<file path="src/rtl/core/lcdseq_pkg.sv">
// Shared types, codes and phase tables for the character LCD nibble sequencer.
package lcdseq_pkg;

  localparam int QueueDepth = 2;

  localparam logic [3:0] HoldEnHigh = 4'd7;
  localparam logic [3:0] HoldEnLow  = 4'd13;
  localparam logic [4:0] InitLastStep = 5'd24;
  localparam logic [4:0] ByteLastStep = 5'd3;
  localparam logic [4:0] InitPreSteps = 5'd5;

  typedef enum logic [3:0] {
    OP_INIT         = 4'd0,
    OP_CHAR         = 4'd1,
    OP_ADDRESS      = 4'd2,
    OP_CLEAR        = 4'd3,
    OP_HOME         = 4'd4,
    OP_ENTRY_MODE   = 4'd5,
    OP_DISPLAY_CTRL = 4'd6,
    OP_SHIFT_DISP   = 4'd7,
    OP_SHIFT_CURSOR = 4'd8
  } op_t;

  // One queued request: either the init script or a single byte.
  typedef struct packed {
    logic       is_init;
    logic       rs;
    logic [7:0] byte_val;
    logic [8:0] slow;
  } req_t;

  typedef struct packed {
    logic       rs;
    logic       en;
    logic [3:0] nibble;
    logic [3:0] hold_fast;
    logic [8:0] hold_slow;
    logic       last;
  } phase_t;

  function automatic phase_t byte_phase(logic rs, logic [7:0] b, logic [1:0] sub,
                                        logic [8:0] slow, logic last);
    phase_t p;
    p.rs        = rs;
    p.hold_slow = 9'd0;
    p.last      = 1'b0;
    case (sub)
      2'd0: begin
        p.en = 1'b1; p.nibble = b[7:4]; p.hold_fast = HoldEnHigh;
      end
      2'd1: begin
        p.en = 1'b0; p.nibble = b[7:4]; p.hold_fast = HoldEnLow;
      end
      2'd2: begin
        p.en = 1'b1; p.nibble = b[3:0]; p.hold_fast = HoldEnHigh;
      end
      default: begin
        p.en = 1'b0; p.nibble = b[3:0]; p.hold_fast = 4'd0;
        p.hold_slow = slow; p.last = last;
      end
    endcase
    return p;
  endfunction

  function automatic phase_t init_phase(logic [4:0] step);
    phase_t     p;
    logic [4:0] idx;
    logic [7:0] b;
    logic [8:0] slow;
    idx = step - InitPreSteps;
    p = '0;
    case (idx[4:2])
      3'd0:    begin b = 8'h32; slow = 9'd2;  end
      3'd1:    begin b = 8'h28; slow = 9'd2;  end
      3'd2:    begin b = 8'h01; slow = 9'd30; end
      3'd3:    begin b = 8'h06; slow = 9'd2;  end
      default: begin b = 8'h0F; slow = 9'd2;  end
    endcase
    case (step)
      5'd0: p.hold_slow = 9'd300;
      5'd1, 5'd3: begin
        p.en = 1'b1; p.nibble = 4'h3; p.hold_fast = HoldEnHigh;
      end
      5'd2: begin p.nibble = 4'h3; p.hold_slow = 9'd90;  end
      5'd4: begin p.nibble = 4'h3; p.hold_slow = 9'd100; end
      default: p = byte_phase(1'b0, b, idx[1:0], slow, step == InitLastStep);
    endcase
    return p;
  endfunction

  function automatic phase_t phase_of(req_t r, logic [4:0] step);
    phase_t p;
    if (r.is_init) p = init_phase(step);
    else p = byte_phase(r.rs, r.byte_val, step[1:0], r.slow, 1'b1);
    return p;
  endfunction

endpackage

</file>
<file path="src/rtl/core/lcdseq_front.sv">
// Front end: accepts requests and encodes each known opcode into a queued byte or init request.
module lcdseq_front (
  input  logic                 in_valid,
  output logic                 in_ready,
  input  logic [3:0]           opcode,
  input  logic [7:0]           char_code,
  input  logic [7:0]           line,
  input  logic [7:0]           position,
  input  logic [1:0]           entry_mode_sel,
  input  logic [1:0]           display_sel,
  input  logic                 direction,
  input  logic                 wait_flag,
  input  logic                 q_full,
  output logic                 push,
  output lcdseq_pkg::req_t     push_req
);
  import lcdseq_pkg::*;

  logic [5:0] pos_clamped;
  logic       known;
  logic [8:0] clr_slow;

  assign in_ready    = !q_full;
  assign pos_clamped = (position > 8'd39) ? 6'd39 : position[5:0];
  assign clr_slow    = wait_flag ? 9'd30 : 9'd0;

  always_comb begin
    push_req = '{is_init: 1'b0, rs: 1'b0, byte_val: 8'h00, slow: 9'd1};
    known    = 1'b1;
    case (opcode)
      OP_INIT:       push_req.is_init = 1'b1;
      OP_CHAR: begin
        push_req.rs = 1'b1; push_req.byte_val = char_code;
      end
      OP_ADDRESS:    push_req.byte_val = {1'b1, line != 8'd0, pos_clamped};
      OP_CLEAR: begin
        push_req.byte_val = 8'h01; push_req.slow = clr_slow;
      end
      OP_HOME: begin
        push_req.byte_val = 8'h02; push_req.slow = clr_slow;
      end
      OP_ENTRY_MODE: begin
        case (entry_mode_sel)
          2'd0:    push_req.byte_val = 8'h06;
          2'd1:    push_req.byte_val = 8'h04;
          2'd2:    push_req.byte_val = 8'h07;
          default: push_req.byte_val = 8'h05;
        endcase
      end
      OP_DISPLAY_CTRL: begin
        case (display_sel)
          2'd0:    push_req.byte_val = 8'h08;
          2'd1:    push_req.byte_val = 8'h0C;
          2'd2:    push_req.byte_val = 8'h0E;
          default: push_req.byte_val = 8'h0F;
        endcase
      end
      OP_SHIFT_DISP:   push_req.byte_val = direction ? 8'h1C : 8'h18;
      OP_SHIFT_CURSOR: push_req.byte_val = direction ? 8'h14 : 8'h10;
      default:         known = 1'b0;
    endcase
  end

  assign push = in_valid && !q_full && known;

endmodule

</file>
<file path="src/rtl/core/lcdseq_queue.sv">
// Small request queue between the front and back ends.
module lcdseq_queue #(
  parameter int DEPTH = lcdseq_pkg::QueueDepth
) (
  input  logic             clk,
  input  logic             rst,
  input  logic             push,
  input  lcdseq_pkg::req_t push_req,
  output logic             full,
  output logic             q_valid,
  output lcdseq_pkg::req_t q_req,
  input  logic             pop
);
  import lcdseq_pkg::*;

  localparam int PW = (DEPTH > 1) ? $clog2(DEPTH) : 1;
  localparam int CW = $clog2(DEPTH + 1);
  localparam logic [PW-1:0] PtrMax = PW'(DEPTH - 1);
  localparam logic [CW-1:0] CntMax = CW'(DEPTH);

  req_t          mem [DEPTH];
  logic [PW-1:0] wr_ptr;
  logic [PW-1:0] rd_ptr;
  logic [CW-1:0] count;

  assign full    = count == CntMax;
  assign q_valid = count != '0;
  assign q_req   = mem[rd_ptr];

  always_ff @(posedge clk) begin
    if (push) mem[wr_ptr] <= push_req;
  end

  always_ff @(posedge clk) begin
    if (rst) begin
      wr_ptr <= '0;
      rd_ptr <= '0;
      count  <= '0;
    end else begin
      if (push) wr_ptr <= (wr_ptr == PtrMax) ? '0 : wr_ptr + 1'b1;
      if (pop)  rd_ptr <= (rd_ptr == PtrMax) ? '0 : rd_ptr + 1'b1;
      if (push && !pop) count <= count + 1'b1;
      else if (pop && !push) count <= count - 1'b1;
    end
  end

endmodule

</file>
<file path="src/rtl/core/lcdseq_back.sv">
// Back end: steps through the pin phases of one request into the output register.
module lcdseq_back (
  input  logic             clk,
  input  logic             rst,
  input  logic             q_valid,
  input  lcdseq_pkg::req_t q_req,
  output logic             pop,
  output logic             out_valid,
  input  logic             out_ready,
  output logic             rs_pin,
  output logic             en_pin,
  output logic [3:0]       nibble,
  output logic [3:0]       hold_fast,
  output logic [8:0]       hold_slow,
  output logic             last
);
  import lcdseq_pkg::*;

  logic       busy;
  logic [4:0] step;
  req_t       cur;
  phase_t     ph;
  logic       adv;
  logic       at_final;

  assign adv      = !out_valid || out_ready;
  assign at_final = cur.is_init ? (step == InitLastStep) : (step == ByteLastStep);
  assign pop      = q_valid && (!busy || (adv && at_final));
  assign ph       = phase_of(cur, step);

  always_ff @(posedge clk) begin
    if (busy && adv) begin
      rs_pin    <= ph.rs;
      en_pin    <= ph.en;
      nibble    <= ph.nibble;
      hold_fast <= ph.hold_fast;
      hold_slow <= ph.hold_slow;
      last      <= ph.last;
    end
    if (pop) cur <= q_req;
  end

  always_ff @(posedge clk) begin
    if (rst) begin
      busy      <= 1'b0;
      step      <= '0;
      out_valid <= 1'b0;
    end else begin
      if (busy && adv) out_valid <= 1'b1;
      else if (out_ready) out_valid <= 1'b0;
      if (pop) begin
        busy <= 1'b1;
        step <= '0;
      end else if (busy && adv) begin
        if (at_final) busy <= 1'b0;
        else step <= step + 1'b1;
      end
    end
  end

  a_step_range: assert property (@(posedge clk) disable iff (rst)
    busy |-> (step <= (cur.is_init ? InitLastStep : ByteLastStep)))
    else $error("phase step beyond end of request");

  a_final_sets_last: assert property (@(posedge clk) disable iff (rst)
    (busy && adv && at_final) |=> (out_valid && last))
    else $error("final phase not marked last");

  a_mid_not_last: assert property (@(posedge clk) disable iff (rst)
    (busy && adv && !at_final) |=> (out_valid && !last))
    else $error("non-final phase marked last");

  a_pop_needs_item: assert property (@(posedge clk) disable iff (rst)
    pop |-> q_valid)
    else $error("pop from empty queue");

endmodule

</file>
<file path="src/rtl/core/char_lcd_nibble_command_sequencer.sv">
// Top level of the 4-bit character LCD command sequencer.
//   channel | handshake           | payload
//   in      | in_valid/in_ready   | opcode, char_code, line, position, entry_mode_sel,
//           |                     | display_sel, direction, wait_flag
//   out     | out_valid/out_ready | rs_pin, en_pin, nibble, hold_fast, hold_slow, last
// One pin phase per cycle unless out_ready stalls: 4 per byte request, 25 for init.
// Front accepts one item per cycle while the request queue has room; unknown opcodes
// are accepted and dropped. Back loads the next request as it emits the final phase.
// Synchronous reset clears queue, step state and out_valid; out_ready low stalls the
// back end only.
module char_lcd_nibble_command_sequencer #(
  parameter int QDEPTH = lcdseq_pkg::QueueDepth
) (
  input  logic       clk,
  input  logic       rst,
  input  logic       in_valid,
  output logic       in_ready,
  input  logic [3:0] opcode,
  input  logic [7:0] char_code,
  input  logic [7:0] line,
  input  logic [7:0] position,
  input  logic [1:0] entry_mode_sel,
  input  logic [1:0] display_sel,
  input  logic       direction,
  input  logic       wait_flag,
  output logic       out_valid,
  input  logic       out_ready,
  output logic       rs_pin,
  output logic       en_pin,
  output logic [3:0] nibble,
  output logic [3:0] hold_fast,
  output logic [8:0] hold_slow,
  output logic       last
);
  import lcdseq_pkg::*;

  logic push;
  req_t push_req;
  logic q_full;
  logic q_valid;
  req_t q_req;
  logic pop;

  lcdseq_front u_front (
    .in_valid       (in_valid),
    .in_ready       (in_ready),
    .opcode         (opcode),
    .char_code      (char_code),
    .line           (line),
    .position       (position),
    .entry_mode_sel (entry_mode_sel),
    .display_sel    (display_sel),
    .direction      (direction),
    .wait_flag      (wait_flag),
    .q_full         (q_full),
    .push           (push),
    .push_req       (push_req)
  );

  lcdseq_queue #(.DEPTH(QDEPTH)) u_queue (
    .clk      (clk),
    .rst      (rst),
    .push     (push),
    .push_req (push_req),
    .full     (q_full),
    .q_valid  (q_valid),
    .q_req    (q_req),
    .pop      (pop)
  );

  lcdseq_back u_back (
    .clk       (clk),
    .rst       (rst),
    .q_valid   (q_valid),
    .q_req     (q_req),
    .pop       (pop),
    .out_valid (out_valid),
    .out_ready (out_ready),
    .rs_pin    (rs_pin),
    .en_pin    (en_pin),
    .nibble    (nibble),
    .hold_fast (hold_fast),
    .hold_slow (hold_slow),
    .last      (last)
  );

endmodule
</file>
<file path="config.mk">
export PLATFORM = sky130hd
export DESIGN_NAME = char_lcd_nibble_command_sequencer
export DESIGN_NICKNAME = d
export VERILOG_FILES = /design/src/rtl/core/lcdseq_pkg.sv /design/src/rtl/core/lcdseq_front.sv /design/src/rtl/core/lcdseq_queue.sv /design/src/rtl/core/lcdseq_back.sv /design/src/rtl/core/char_lcd_nibble_command_sequencer.sv
export SDC_FILE = /design/constraint.sdc
export NUM_CORES = 1
export LEC_CHECK = 0
export ABC_AREA = 1
export BUFFER_PORTS_ARGS = -buffer_cell sky130_fd_sc_hd__buf_2
export CAP_MARGIN = 20
export CORE_MARGIN = 2
export CORE_UTILIZATION = 55
export CTS_BUF_LIST = sky130_fd_sc_hd__clkbuf_8
export DETAILED_ROUTE_END_ITERATION = 10
export PLACE_DENSITY = 0.79
export SLEW_MARGIN = 5
export SYNTH_ARGS = -nofsm -noshare
export SYNTH_HDL_FRONTEND = slang
export SYNTH_SLANG_ARGS = --single-unit
export TNS_END_PERCENT = 10
</file>
<file path="constraint.sdc">
create_clock -name clk -period 2.6 [get_ports clk]
set_clock_uncertainty 0.05 [all_clocks]
set_input_delay 0.52 -clock clk [delete_from_list [all_inputs] [get_ports clk]]
set_output_delay 0.52 -clock clk [all_outputs]
set_load 0.005 [all_outputs]
</file>
======== After elaboration in Yosys (flattened, before gate mapping) ========
Memory sizes are Yosys's and may differ from the RTL's. A register that Yosys moved wholly into a read port is not among the register bits.
Cells that the tools add are included.
word-level totals
  register bits ........................... 31
  output and inout bits ................... 22
  input bits .............................. 38
  memories kept ........................... 1
  RAM bits ................................ 38
  word-level logic and storage cells ...... 119
cells by class
  $add $sub $neg .......................... 6
  magnitude comparators ................... 1
  bitwise gates (word level) .............. 1
  muxes and demuxes ....................... 35
  eq/ne operators ......................... 25
  reductions and logical operators ........ 38
memory list
  memory       words  width  read ports  clocked after Yosys merged registers in  write ports  RTL line            text
  u_queue.mem  2      19     1           1                                        1            lcdseq_queue.sv:21  req_t mem [DEPTH];
operator list
  kind                                                number
  case mux 8 bit (8 select lines)                     1
  case mux 9 bit (3 select lines)                     2
  case mux 9 bit (4 select lines)                     1
  case mux 6 bit (4 select lines)                     1
  2-to-1 mux 19 bit                                   1
  == test 4 x 3 -> 1 bit, second input constant       4
  case mux 4 bit (2 select lines)                     2
  2-to-1 mux 1 bit                                    14
  2-to-1 mux 6 bit                                    2
  == test 2 bit, second input constant                5
  == test 5 x 2 -> 1 bit, second input constant       2
  2-to-1 mux 10 bit                                   1
  2-to-1 mux 5 bit                                    2
  nonzero test 2 bit                                  5
  2-to-1 mux 9 bit                                    1
  case mux 3 bit (3 select lines)                     1
  OR reduction 3 bit                                  3
  OR reduction 9 bit                                  1
  == test 2 x 1 -> 1 bit, second input constant       4
  == test 4 x 2 -> 1 bit, second input constant       2
  > comparator 8 x 6 -> 1 bit, second input constant  1
  zero test 2 bit                                     4
  nonzero test 8 bit                                  1
  logical AND 1 bit                                   7
  26 further kinds                                    38

======== Depth between registers and ports, before layout ========
Gate-level depths: netlist of run 1.
  word-level depth ........................ 8
  depth in mapped cells ................... 13
  mapped depth without buffers ............ 13

======== By module ========
From an unflattened synthesis of run 1, not the netlist that was laid out.
second synthesis, totals
  cells, all modules ...................... 410
  area, all modules ....................... 4221.5 um2
by module, submodules not included
  module        seq. area each (um2)  area an instance (um2)  cells an instance  instances
  lcdseq_back   1251.2                2143.3                  223                1
  lcdseq_queue  1241.2                1650.3                  92                 1
  lcdseq_front  0.0                   427.9                   95                 1

======== Worst setup path before layout of run 1 ========
Ideal clock, no wire load.
  path kind ............................... input-to-reg
  start ................................... input port out_ready
  end ..................................... register u_back.step[2]
  slack ................................... 219 ps
  buffers on the path ..................... 0
  stages on the path ...................... 5
  data arrival time ....................... 2207 ps
  cell sequence ........................... inv_1 -> a21oi_1 -> nand3_2 -> nor3b_1 -> nor3_2
on the way
  cells in the longest elaborated chain, start to end .. 5
RTL lines
  element                       RTL line                                 text
  from (decl)                   char_lcd_nibble_command_sequencer.sv:27  input logic out_ready,
  logical OR 1 bit *            lcdseq_back.sv:26                        assign adv = !out_valid || out_ready;
  logical AND 1 bit             lcdseq_back.sv:28                        assign pop = q_valid && (!busy || (adv && at_final));
  logical OR 1 bit              lcdseq_back.sv:28
  logical AND 1 bit             lcdseq_back.sv:28
  OR reduction 2 bit (no line)  n/a
  to (signal assigned)          lcdseq_back.sv:56                        else step <= step + 1'b1;
  to (decl)                     lcdseq_back.sv:20                        logic [4:0] step;
Every way passes the cells marked *; elsewhere a longest branch is shown, timed or not.
A chain may end at the register's enable or synchronous reset.

======== Worst setup path after layout of run 1 ========
  start ................................... register u_back.step[0]
  end ..................................... register u_queue.count[1]
on the way
  cells in the longest elaborated chain, start to end .. 8
RTL lines
  element                                                         RTL line            text
  == test 5 x 2 -> 1 bit / == test 5 bit (equally long branches)  lcdseq_back.sv:27   assign at_final = cur.is_init ? (step == InitLastStep) : (step == ByteLastStep);
  2-to-1 mux 1 bit *                                              lcdseq_back.sv:27
  logical AND 1 bit *                                             lcdseq_back.sv:28
  logical OR 1 bit *                                              lcdseq_back.sv:28
  logical AND 1 bit *                                             lcdseq_back.sv:28
  zero test 1 bit                                                 lcdseq_queue.sv:42  if (push && !pop) count <= count + 1'b1;
  logical AND 1 bit                                               lcdseq_queue.sv:42
  2-to-1 mux 2 bit / nonzero test 2 bit (equally long branches)   n/a
  to (signal assigned)                                            lcdseq_queue.sv:42
  to (signal assigned)                                            lcdseq_queue.sv:43  else if (pop && !push) count <= count - 1'b1;
  to (decl)                                                       lcdseq_queue.sv:24  logic [CW-1:0] count;
Marked as above.

==> reports/results.tsv, run 1 <==
stage	metric	value	unit
power	p_int	2.39	mW
timing	maxSlewViolCount	0	
die	die-area	6560	sq um
logic_synthesis	synthDistinctLibCells	43	
placement	dp_hpwl	4370	microns
logic_synthesis	synth.avg_cell_area	10.2	sq um
logic_synthesis	post_synth_inst_count	320	
die	die_x	81.0	microns
setup_path	cp_cell_sequence	inv_1 > ha_1 > nand4_2 > nand2_2 > nand2_2 > nand2_4 > nand2_4 > ha_1 > a21oi_1 > o21ai_0 > o21ai_0 > a21oi_1	
timing	setup_viol	0	
finish	seqCellArea	1810	sq um
clock_network	cts_htree_levels	3	
detailed_routing	avgViaCountPerCell	5.16	
timing	period_share	0.886	
detailed_routing	first_iter_violations	145	
power	vdd_drop_max	0.529	mV
worst_hold_path	whs_path_depth	2	
logic_synthesis	synth_fp_nets	366	
power	swShare	0.318	
detailed_routing	ant_nets	0	
timing	worst_pin_slew	0.584	ns
power	clkPwrFrac	0.267	
logic_synthesis	synth_area	3260	sq um
setup_path	critPathTopFamily	adder cells	
clock_network	clkSinkCount	64	
setup_path	reg2reg_slack	0.30	ns
detailed_routing	routedWlPerCell	12.8	microns
clock_network	clkSlewWorstSetupHoldPaths	0.07	ns
placement	io_buffer_count	58	
power	pwr-share-comb	0.284	
setup_path	cp-start-kind	flop	
setup_path	cp-startpoint	u_back.step[0]	
status	status	finished clean	
clock_network	clk_latency	0.34	ns
die	rows	28	
detailed_routing	via_count	2412	
power	p_per_area	912	nW/um^2
timing	rsz0062_at_grt	no	
finish	drive_gt1_frac	0.298	
finish	stdcell_count	467	
setup_path	path_buf_inv	1	
setup_path	r2r-start	u_back.step[0]	
global_routing	grt_max_degree	20	
timing	relSlewSlack	0.610	
clock_network	cts_tree	done	
logic_synthesis	synth.top_cell.area_share	0.488	
setup_path	crit_path_max_incr_delay	0.39	ns
power	p_leak	1.63	nW
global_routing	gr-total-overflow	0	
placement	routabilityCongestion	0.990	
finish	multi_input_area	1260	sq um
clock_network	ctsResizeCount	0	
worst_hold_path	worstHoldStart	rst	
detailed_routing	wl_met2	2920	microns
logic_synthesis	synth_top_area_cell	edfxtp_1	
clock_network	postCtsHoldBufs	0	
die	io_pins	60	
detailed_routing	wl_met1	2570	microns
power	p_sw	1.12	mW
setup_path	arrival	2.48	ns
detailed_routing	drt_pre_antenna_iters	4	
clock_network	cts.path.max_buffers	2	
finish	num_antenna_cells	0	
global_routing	grt_pass1_vias	2320	
setup_path	cp_max_fo	7	
setup_path	crit_slowest_cell	dfxtp_1	
logic_synthesis	ys_top_cells_by_area	edfxtp_1 49%, nand2_1 7.6%, dfxtp_1 6.8%, mux2_2 4.1%, inv_1 3.5%	
finish	fillers	482	
timing	period_needed	2.30	ns
setup_path	crit_path_end_kind	flop	
detailed_routing	drc	0	
setup_path	r2r_end	u_queue.count[1]	
detailed_routing	top_layer_used	met4	
clock_network	numCtsBuffers	9	
finish	final_nets	433	
timing	fin_ws	0.296	ns
timing	setup_tns	0	ns
logic_synthesis	synth-seq-cells	64	
clock_network	cts_setup_buffers	0	
detailed_routing	wl_met3	298	microns
timing	fmax	0.434	GHz
die	coreArea	5820	sq um
global_routing	grt_usage	0.206	
power	pwr-share-seq	0.449	
detailed_routing	wirelength	5990	microns
flow_run	drv_cap	0	
power	power	3.50	mW
clock_network	cts-root-buf	clkbuf_8	
setup_path	reg2reg_depth	12	
die	die_h	81.0	microns
setup_path	worstPathRequired	2.77	ns
logic_synthesis	synth.yosys.warnings	0	
finish	area_delta_synth_final	17.9	%
worst_hold_path	hp-class	primary input to flop	
placement	dp.cells	451	
logic_synthesis	ys_seq_area_frac	0.556	
setup_path	critical_path_class	flop to flop	
die	initial_utilization	0.560	
global_routing	antenna_found_initial	0	
global_routing	grt_pass1_wl	10100	microns
placement	pre_cts_ws	0.363	ns
timing	hold_violations	0	
worst_hold_path	min_to	u_back.out_valid	
-- through the flow --
| stage | instance area (sq um) | hold WS, ns | util |
|---|---|---|---|
| finish | 3840 | 0.328 | 0.661 |
| CTS | 3840 | 0.310 | 0.661 |
| detailed placement | 3620 | 0.452 | 0.623 |
| global route | 3840 | 0.313 | 0.661 |
| floorplan | 3260 | 0.409 | - |
| global placement | 3620 | 0.427 | 0.623 |
-- worst register-to-register path: cells and delay by family (launching register included) --
| kind | cells | cell delay, ns |
|---|---|---|
| flip-flops | 1 | 0.39 |
| AND/OR/NAND/NOR | 5 | 0.53 |
| adder cells (fa/ha/maj) | 2 | 0.59 |
| buffers and inverters | 1 | 0.19 |
| AO/OA/AOI/OAI | 4 | 0.44 |
-- cells in the final DEF (no fill, tap or decap), types with 2 or more instances in the layout --
cell type / count
ha_1: 8
xor2_1: 3
edfxtp_1: 53
inv_1: 30
nor3_1: 3
nand3_2: 3
buf_4: 5
buf_2: 58
nor2_4: 2
o22ai_1: 2
clkinv_2: 3
nand2_2: 4
nand3_1: 17
nand2_4: 4
nand4_1: 5
a21oi_1: 17
clkbuf_8: 9
o211ai_1: 2
o21ai_0: 16
o2111ai_1: 2
nor2_1: 27
mux2_2: 12
bufinv_16: 2
nand2_1: 66
inv_2: 3
a31oi_1: 2
nor4_1: 2
dfxtp_1: 11
-- cells by family after synthesis --
group                      count (synthesis)  synth area share
DFF                                       64             0.556
adders and majority gates                  8            0.0307
buffers and inverters                     42            0.0591
AOI/OAI and AO/OA                         50            0.0933
and+or+nand+nor                          139             0.207
xor gates and xnor gates                   4            0.0108
muxes                                     12            0.0415
other                                      1           0.00115
-- power by group through the flow --
stage	combinational (mW)	sequential [mW]	clock, mW
after floorplan	0.748	1.56	0
after global placement	0.973	1.59	0
after detailed placement	0.994	1.60	0
after CTS	1.00	1.58	0.958
after global routing	1.13	1.60	1.00
final	0.995	1.57	0.935
-- metal layers --
layer | vias to the layer above | track usage
met1 | 1073 | 0.237
met2 | 82 | 0.347
li1 | 1241 | -
met5 | - | 0
met3 | 16 | 0.0411
met4 | 0 | 0.137
-- cells in the mapped netlist (all sizes together) --
cell and instances:
a211oi 1, a21oi 18, a31oi 2, a32o 1
a32oi 1, a41oi 1, buf 7, clkinv 2
conb 1, dfxtp 11, edfxtp 53, ha 8
inv 33, mux2 12, nand2 74, nand3 21
nand4 6, nor2 30, nor3 4, nor3b 1
nor4 2, o2111ai 2, o211ai 2, o21ai 19
o21bai 1, o22ai 2, or2 1, xnor2 1
xor2 3
-- registers in the layout, summed over array words and instances (netlist names) --
name,cells
u_back.cur,12
u_back.busy,1
u_back.out_valid,1
u_back.rs_pin,1
u_back.hold_slow,8
u_back.hold_fast,3
u_queue.count,2
u_back.last,1
u_back.step,5
u_queue.rd_ptr,1
u_queue.wr_ptr,1
u_queue.mem,24
u_back.nibble,4
-- cell type report --
class	instances	area share
sequential	64	0.472
multi-input combinational	214	0.327
timing repair buffer	63	0.0853
inverter	35	0.0345
clock buffer	9	0.0322
clock inverter	7	0.0247
tap	75	0.0244
-- how the worst max path moves through the flow --
stage                       endpoint  depth (start not counted)  slack (ns)
CTS                 u_queue.count[1]                         12        0.32
finish              u_queue.count[1]                         12        0.30
global route        u_queue.count[1]                         12         0.1
floorplan             u_back.step[2]                          5        0.22
global placement    u_queue.count[1]                         12        0.46
detailed placement  u_queue.count[1]                         12        0.36
Power figures use the tool's default switching activity.
==> run 2, diff against run 1 <==
--- a/config.mk
+++ b/config.mk
@@ -9,10 +9,10 @@
 export BUFFER_PORTS_ARGS = -buffer_cell sky130_fd_sc_hd__buf_2
 export CAP_MARGIN = 20
 export CORE_MARGIN = 2
-export CORE_UTILIZATION = 55
+export CORE_UTILIZATION = 40
 export CTS_BUF_LIST = sky130_fd_sc_hd__clkbuf_8
 export DETAILED_ROUTE_END_ITERATION = 10
-export PLACE_DENSITY = 0.79
+export MAX_ROUTING_LAYER = met4
 export SLEW_MARGIN = 5
 export SYNTH_ARGS = -nofsm -noshare
 export SYNTH_HDL_FRONTEND = slang
==> reports/results.tsv, run 2 (synthesized netlist as in run 1, its figures left out) <==
stage	metric	value	unit	change
status	status	finished clean		
detailed_routing	via_count	2432		+0.83%
finish	drive_gt1_frac	0.298		unchanged
detailed_routing	drt_pre_antenna_iters	4		unchanged
global_routing	grt_pass1_wl	10400	microns	+3.4%
clock_network	cts_tree	done		
clock_network	cts_setup_buffers	0		unchanged
timing	period_needed	2.28	ns	-0.0239 ns
timing	setup_viol	0		unchanged
clock_network	cts_htree_levels	3		unchanged
die	die-area	8880	sq um	+36%
finish	final_nets	433		unchanged
die	initial_utilization	0.417		-0.143
die	coreArea	7810	sq um	+34%
global_routing	grt_max_degree	20		unchanged
global_routing	grt_usage	0.156		-0.0495
clock_network	cts-root-buf	clkbuf_8		
setup_path	arrival	2.46	ns	-0.02 ns
setup_path	worstPathRequired	2.78	ns	about the same
finish	top_register	u_queue.mem		
finish	postLayoutCoreUtil	0.497		-0.163
timing	rsz0062_at_grt	no		
detailed_routing	ant_nets	0		unchanged
detailed_routing	drc	0		unchanged
global_routing	grt_pass1_vias	2357		+1.6%
worst_hold_path	whs_path_depth	2		unchanged
detailed_routing	wl_met3	419	microns	+41%
clock_network	cts.path.max_buffers	2		unchanged
finish	reg.largest.list	u_queue.mem: 24 flops, u_back.cur: 12 flops, u_back.hold_slow: 8 flops		
die	rows	32		+14%
global_routing	gr-total-overflow	0		unchanged
clock_network	postCtsHoldBufs	0		unchanged
detailed_routing	top_layer_used	met4		
finish	largest_register_ffs	24		unchanged
detailed_routing	routedWlPerCell	12.9	microns	+0.55%
clock_network	clk_latency	0.34	ns	about the same
worst_hold_path	hp-class	primary input to flop		
finish	final_common_cell	nand2_1		
detailed_routing	first_iter_violations	90		-38%
finish	area_delta_synth_final	19.2	%	
setup_path	critical_path_class	flop to flop		
detailed_routing	wl_met1	2780	microns	+8.2%
timing	hold_violations	0		unchanged
detailed_routing	avgViaCountPerCell	4.92		-4.7%
setup_path	cp-start-kind	flop		
worst_hold_path	worstHoldStart	rst		
power	power	3.55	mW	+1.2%
placement	dp_hpwl	4760	microns	+8.8%
flow_run	drv_cap	0		unchanged
power	p_per_area	913	nW/um^2	+0.13%
finish	num_antenna_cells	0		unchanged
die	die_h	94.3	microns	+16%
setup_path	cp_max_fo	7		unchanged
placement	io_buffer_count	58		unchanged
detailed_routing	wl_met2	3100	microns	+6.1%
setup_path	r2r-start	u_back.step[0]		
setup_path	reg2reg_depth	12		unchanged
clock_network	ctsResizeCount	0		unchanged
worst_hold_path	min_to	u_back.out_valid		
clock_network	clkSinkCount	64		unchanged
timing	fmax	0.439	GHz	+1.0%
power	vdd_drop_max	0.273	mV	-48%
timing	setup_tns	0	ns	unchanged
placement	routabilityCongestion	0.884		-11%
die	die_x	94.3	microns	+16%
timing	maxSlewViolCount	0		unchanged
timing	relSlewSlack	0.614		+0.00439
timing	worst_pin_slew	0.578	ns	-0.00657 ns
die	io_pins	60		unchanged
global_routing	antenna_found_initial	0		unchanged
setup_path	crit_path_end_kind	flop		
clock_network	numCtsBuffers	9		unchanged
power	p_leak	1.63	nW	about the same
finish	final_cell_mix	66 x nand2_1, 58 x buf_2, 53 x edfxtp_1		
clock_network	clkSlewWorstSetupHoldPaths	0.08	ns	about the same
finish	fillers	722		+50%
timing	period_share	0.877		-0.00918
setup_path	r2r_end	u_queue.count[1]		
detailed_routing	wirelength	6370	microns	+6.4%
setup_path	reg2reg_slack	0.32	ns	+0.02 ns
run 2: through the flow:
stage / instance area (sq um) / hold WS, ns / cells / worst slack [ns]
after floorplan: 3260 / 0.409 / 320 / 0.219
after global placement: 3660 / 0.426 / 478 / 0.437
after detailed placement: 3660 / 0.431 / 478 / 0.345
after CTS: 3880 / 0.311 / 494 / 0.337
after global routing: 3880 / 0.330 / 494 / 0.149
final: 3880 / 0.330 / 494 / 0.320
run 2: worst max-delay path by stage:
stage | cells past startpoint | to | slack, ns | from
2_1_floorplan | 5 | u_back.step[2] | 0.22 | out_ready
3_3_place_gp | 12 | u_queue.count[1] | 0.44 | u_back.step[0]
5_1_grt | 12 | u_queue.count[1] | 0.15 | u_back.step[0]
6_report | 12 | u_queue.count[1] | 0.32 | u_back.step[0]
4_1_cts | 12 | u_queue.count[1] | 0.34 | u_back.step[0]
3_5_place_dp | 12 | u_queue.count[1] | 0.34 | u_back.step[0]
run 2: area by class of cell:
cell class	instances	area, sq um	area share
clock inverter	7	103	0.0264
multi-input combinational	214	1260	0.324
tap	102	128	0.0329
timing repair buffer	63	328	0.0844
clock buffer	9	124	0.0319
sequential	64	1810	0.466
inverter	35	133	0.0341
run 2: critical path, cell delays in order (launching register included):
cell and delay [ns]:
dfxtp_1 0.38, inv_1 0.18, ha_1 0.28, nand4_2 0.21, nand2_2 0.13, nand2_2 0.06, nand2_4 0.07, nand2_4 0.07
ha_1 0.30, a21oi_1 0.11, o21ai_0 0.11, o21ai_0 0.15, a21oi_1 0.05
run 2: routing by layer:
layer  track usage  vias up
met1         0.173     1094
met5             -        -
li1              -     1238
met4        0.0592        0
met3        0.0441       10
met2         0.268       90
run 2: report_power, final:
group / internal (mW) / total [mW] / switching [mW] / leakage, nW
clock network: 0.549 / 0.969 / 0.420 / 0.110
logic: 0.402 / 0.999 / 0.597 / 0.930
registers: 1.45 / 1.58 / 0.133 / 0.589
total: 2.40 / 3.55 / 1.15 / 1.63
==> run 3, diff against run 2 <==
--- a/config.mk
+++ b/config.mk
@@ -13,6 +13,7 @@
 export CTS_BUF_LIST = sky130_fd_sc_hd__clkbuf_8
 export DETAILED_ROUTE_END_ITERATION = 10
 export MAX_ROUTING_LAYER = met4
+export PLACE_DENSITY = 0.61
 export SLEW_MARGIN = 5
 export SYNTH_ARGS = -nofsm -noshare
 export SYNTH_HDL_FRONTEND = slang
==> reports/results.tsv, run 3 (synthesized netlist as in run 1, its figures left out) <==
stage	metric	value	unit	change
timing	fin_hold_ws	0.325	ns	-0.00514 ns
detailed_routing	drc	0		unchanged
detailed_routing	ant_nets	0		unchanged
die	die_x	94.3	microns	unchanged
clock_network	clkSinkCount	64		unchanged
finish	area_delta_synth_final	17.7	%	
global_routing	grt_pass1_vias	2297		-2.5%
detailed_routing	via_count	2381		-2.1%
finish	final_common_cell	nand2_1		
clock_network	cts_setup_buffers	0		unchanged
setup_path	cp-start-kind	flop		
power	clkPwrFrac	0.230		-0.043
global_routing	gr-total-overflow	0		unchanged
power	p_int	2.20	mW	-8.2%
detailed_routing	wirelength	6160	microns	-3.2%
status	status	finished clean		
setup_path	cp_max_fo	7		unchanged
finish	final_cell_mix	66 x nand2_1, 58 x buf_2, 53 x edfxtp_1		
clock_network	clk_latency	0.34	ns	about the same
detailed_routing	routedWlPerCell	12.5	microns	-3.2%
clock_network	ctsResizeCount	0		unchanged
setup_path	reg2reg_depth	12		unchanged
finish	reg.largest.list	u_queue.mem: 24 flops, u_back.cur: 12 flops, u_back.hold_slow: 8 flops		
timing	fmax	0.437	GHz	-0.36%
placement	dpl_cell_area	3660	sq um	unchanged
clock_network	cts_htree_levels	3		unchanged
placement	routabilityCongestion	0.865		-2.1%
finish	seqCellArea	1810	sq um	unchanged
finish	num_antenna_cells	0		unchanged
clock_network	postCtsHoldBufs	0		unchanged
power	pwr-share-comb	0.297		+0.015
worst_hold_path	hp-class	primary input to flop		
power	power	3.33	mW	-6.0%
placement	io_buffer_count	58		unchanged
timing	hold_violations	0		unchanged
die	die_h	94.3	microns	unchanged
setup_path	crit_path_end_kind	flop		
timing	relSlewSlack	0.599		-0.0151
power	p_leak	1.60	nW	-1.7%
finish	top_register	u_queue.mem		
finish	fillers	739		+2.4%
placement	dp_hpwl	4700	microns	-1.3%
power	p_sw	1.13	mW	-1.4%
clock_network	clkSlewWorstSetupHoldPaths	0.08	ns	about the same
detailed_routing	avgViaCountPerCell	4.82		-2.1%
power	p_per_area	869	nW/um^2	-4.8%
finish	largest_register_ffs	24		unchanged
die	rows	32		unchanged
clock_network	numCtsBuffers	9		unchanged
die	die-area	8880	sq um	unchanged
flow_run	drv_cap	0		unchanged
setup_path	arrival	2.47	ns	about the same
power	swShare	0.340		+0.0158
worst_hold_path	whs_path_depth	2		unchanged
clock_network	cts-root-buf	clkbuf_8		
timing	setup_viol	0		unchanged
global_routing	grt_max_degree	20		unchanged
timing	setup_tns	0	ns	unchanged
finish	final_nets	433		unchanged
timing	rsz0062_at_grt	no		
global_routing	antenna_found_initial	0		unchanged
detailed_routing	drt_pre_antenna_iters	4		unchanged
global_routing	grt_pass1_wl	10400	microns	-0.20%
detailed_routing	first_iter_violations	104		+16%
setup_path	worstPathRequired	2.78	ns	about the same
global_routing	grt_usage	0.157		+0.000692
timing	worst_pin_slew	0.600	ns	+0.0226 ns
finish	drive_gt1_frac	0.298		unchanged
timing	period_share	0.880		+0.00317
die	coreArea	7810	sq um	unchanged
finish	multi_input_area	1260	sq um	unchanged
setup_path	critical_path_class	flop to flop		
finish	postLayoutCoreUtil	0.491		-0.00625
power	pwr-share-seq	0.473		+0.028
power	vdd_drop_max	0.266	mV	-2.3%
die	io_pins	60		unchanged
die	initial_utilization	0.417		unchanged
clock_network	cts_tree	done		
timing	maxSlewViolCount	0		unchanged
timing	period_needed	2.29	ns	+0.00823 ns
finish	design_area	3830	sq um	-1.3%
clock_network	cts.path.max_buffers	2		unchanged
run 3: per-layer routing:
layer  global-route usage  part of all wire  routed length [microns]
met2                0.269              0.49                     3050
met5                    -                 0                        0
met3               0.0433             0.052                      318
met1                0.178              0.44                     2730
met4               0.0507             0.010                       63
run 3: power groups by stage:
| stage | sequential [mW] | combinational [mW] | clock (mW) |
|---|---|---|---|
| floorplan | 1.56 | 0.748 | 0 |
| detailed placement | 1.61 | 0.999 | 0 |
| finish | 1.58 | 0.989 | 0.767 |
| global route | 1.61 | 1.13 | 0.835 |
| global placement | 1.60 | 0.993 | 0 |
| CTS | 1.58 | 1.00 | 0.794 |
run 3: critical path, stage by stage (launching register included):
cell and delay (ns):
dfxtp_1 0.38, inv_1 0.17, ha_1 0.27, nand4_2 0.21, nand2_2 0.13, nand2_2 0.06, nand2_4 0.07, nand2_4 0.07
ha_1 0.30, a21oi_1 0.13, o21ai_0 0.12, o21ai_0 0.17, a21oi_1 0.06
run 3: cell type report:
cell class / count / area share
Clock inverter: 7 / 0.0140
Timing Repair Buffer: 63 / 0.0855
Sequential cell: 64 / 0.472
Multi-Input combinational cell: 214 / 0.328
Clock buffer: 9 / 0.0323
Tap cell: 102 / 0.0333
Inverter: 35 / 0.0346
run 3: stage by stage:
| step | setup WS (ns) | instances |
|---|---|---|
| after detailed placement | 0.312 | 478 |
| after floorplan | 0.219 | 320 |
| final | 0.311 | 494 |
| after global placement | 0.412 | 478 |
| after CTS | 0.296 | 494 |
| after global routing | 0.0287 | 494 |
run 3: worst paths after layout:
kind                    startpoint               end  slack (ns)
hold reg to reg   u_queue.count[1]  u_queue.count[1]        0.44
setup / recovery    u_back.step[0]  u_queue.count[1]        0.31
hold / removal                 rst       u_back.busy        0.32
setup reg to reg    u_back.step[0]  u_queue.count[1]        0.31
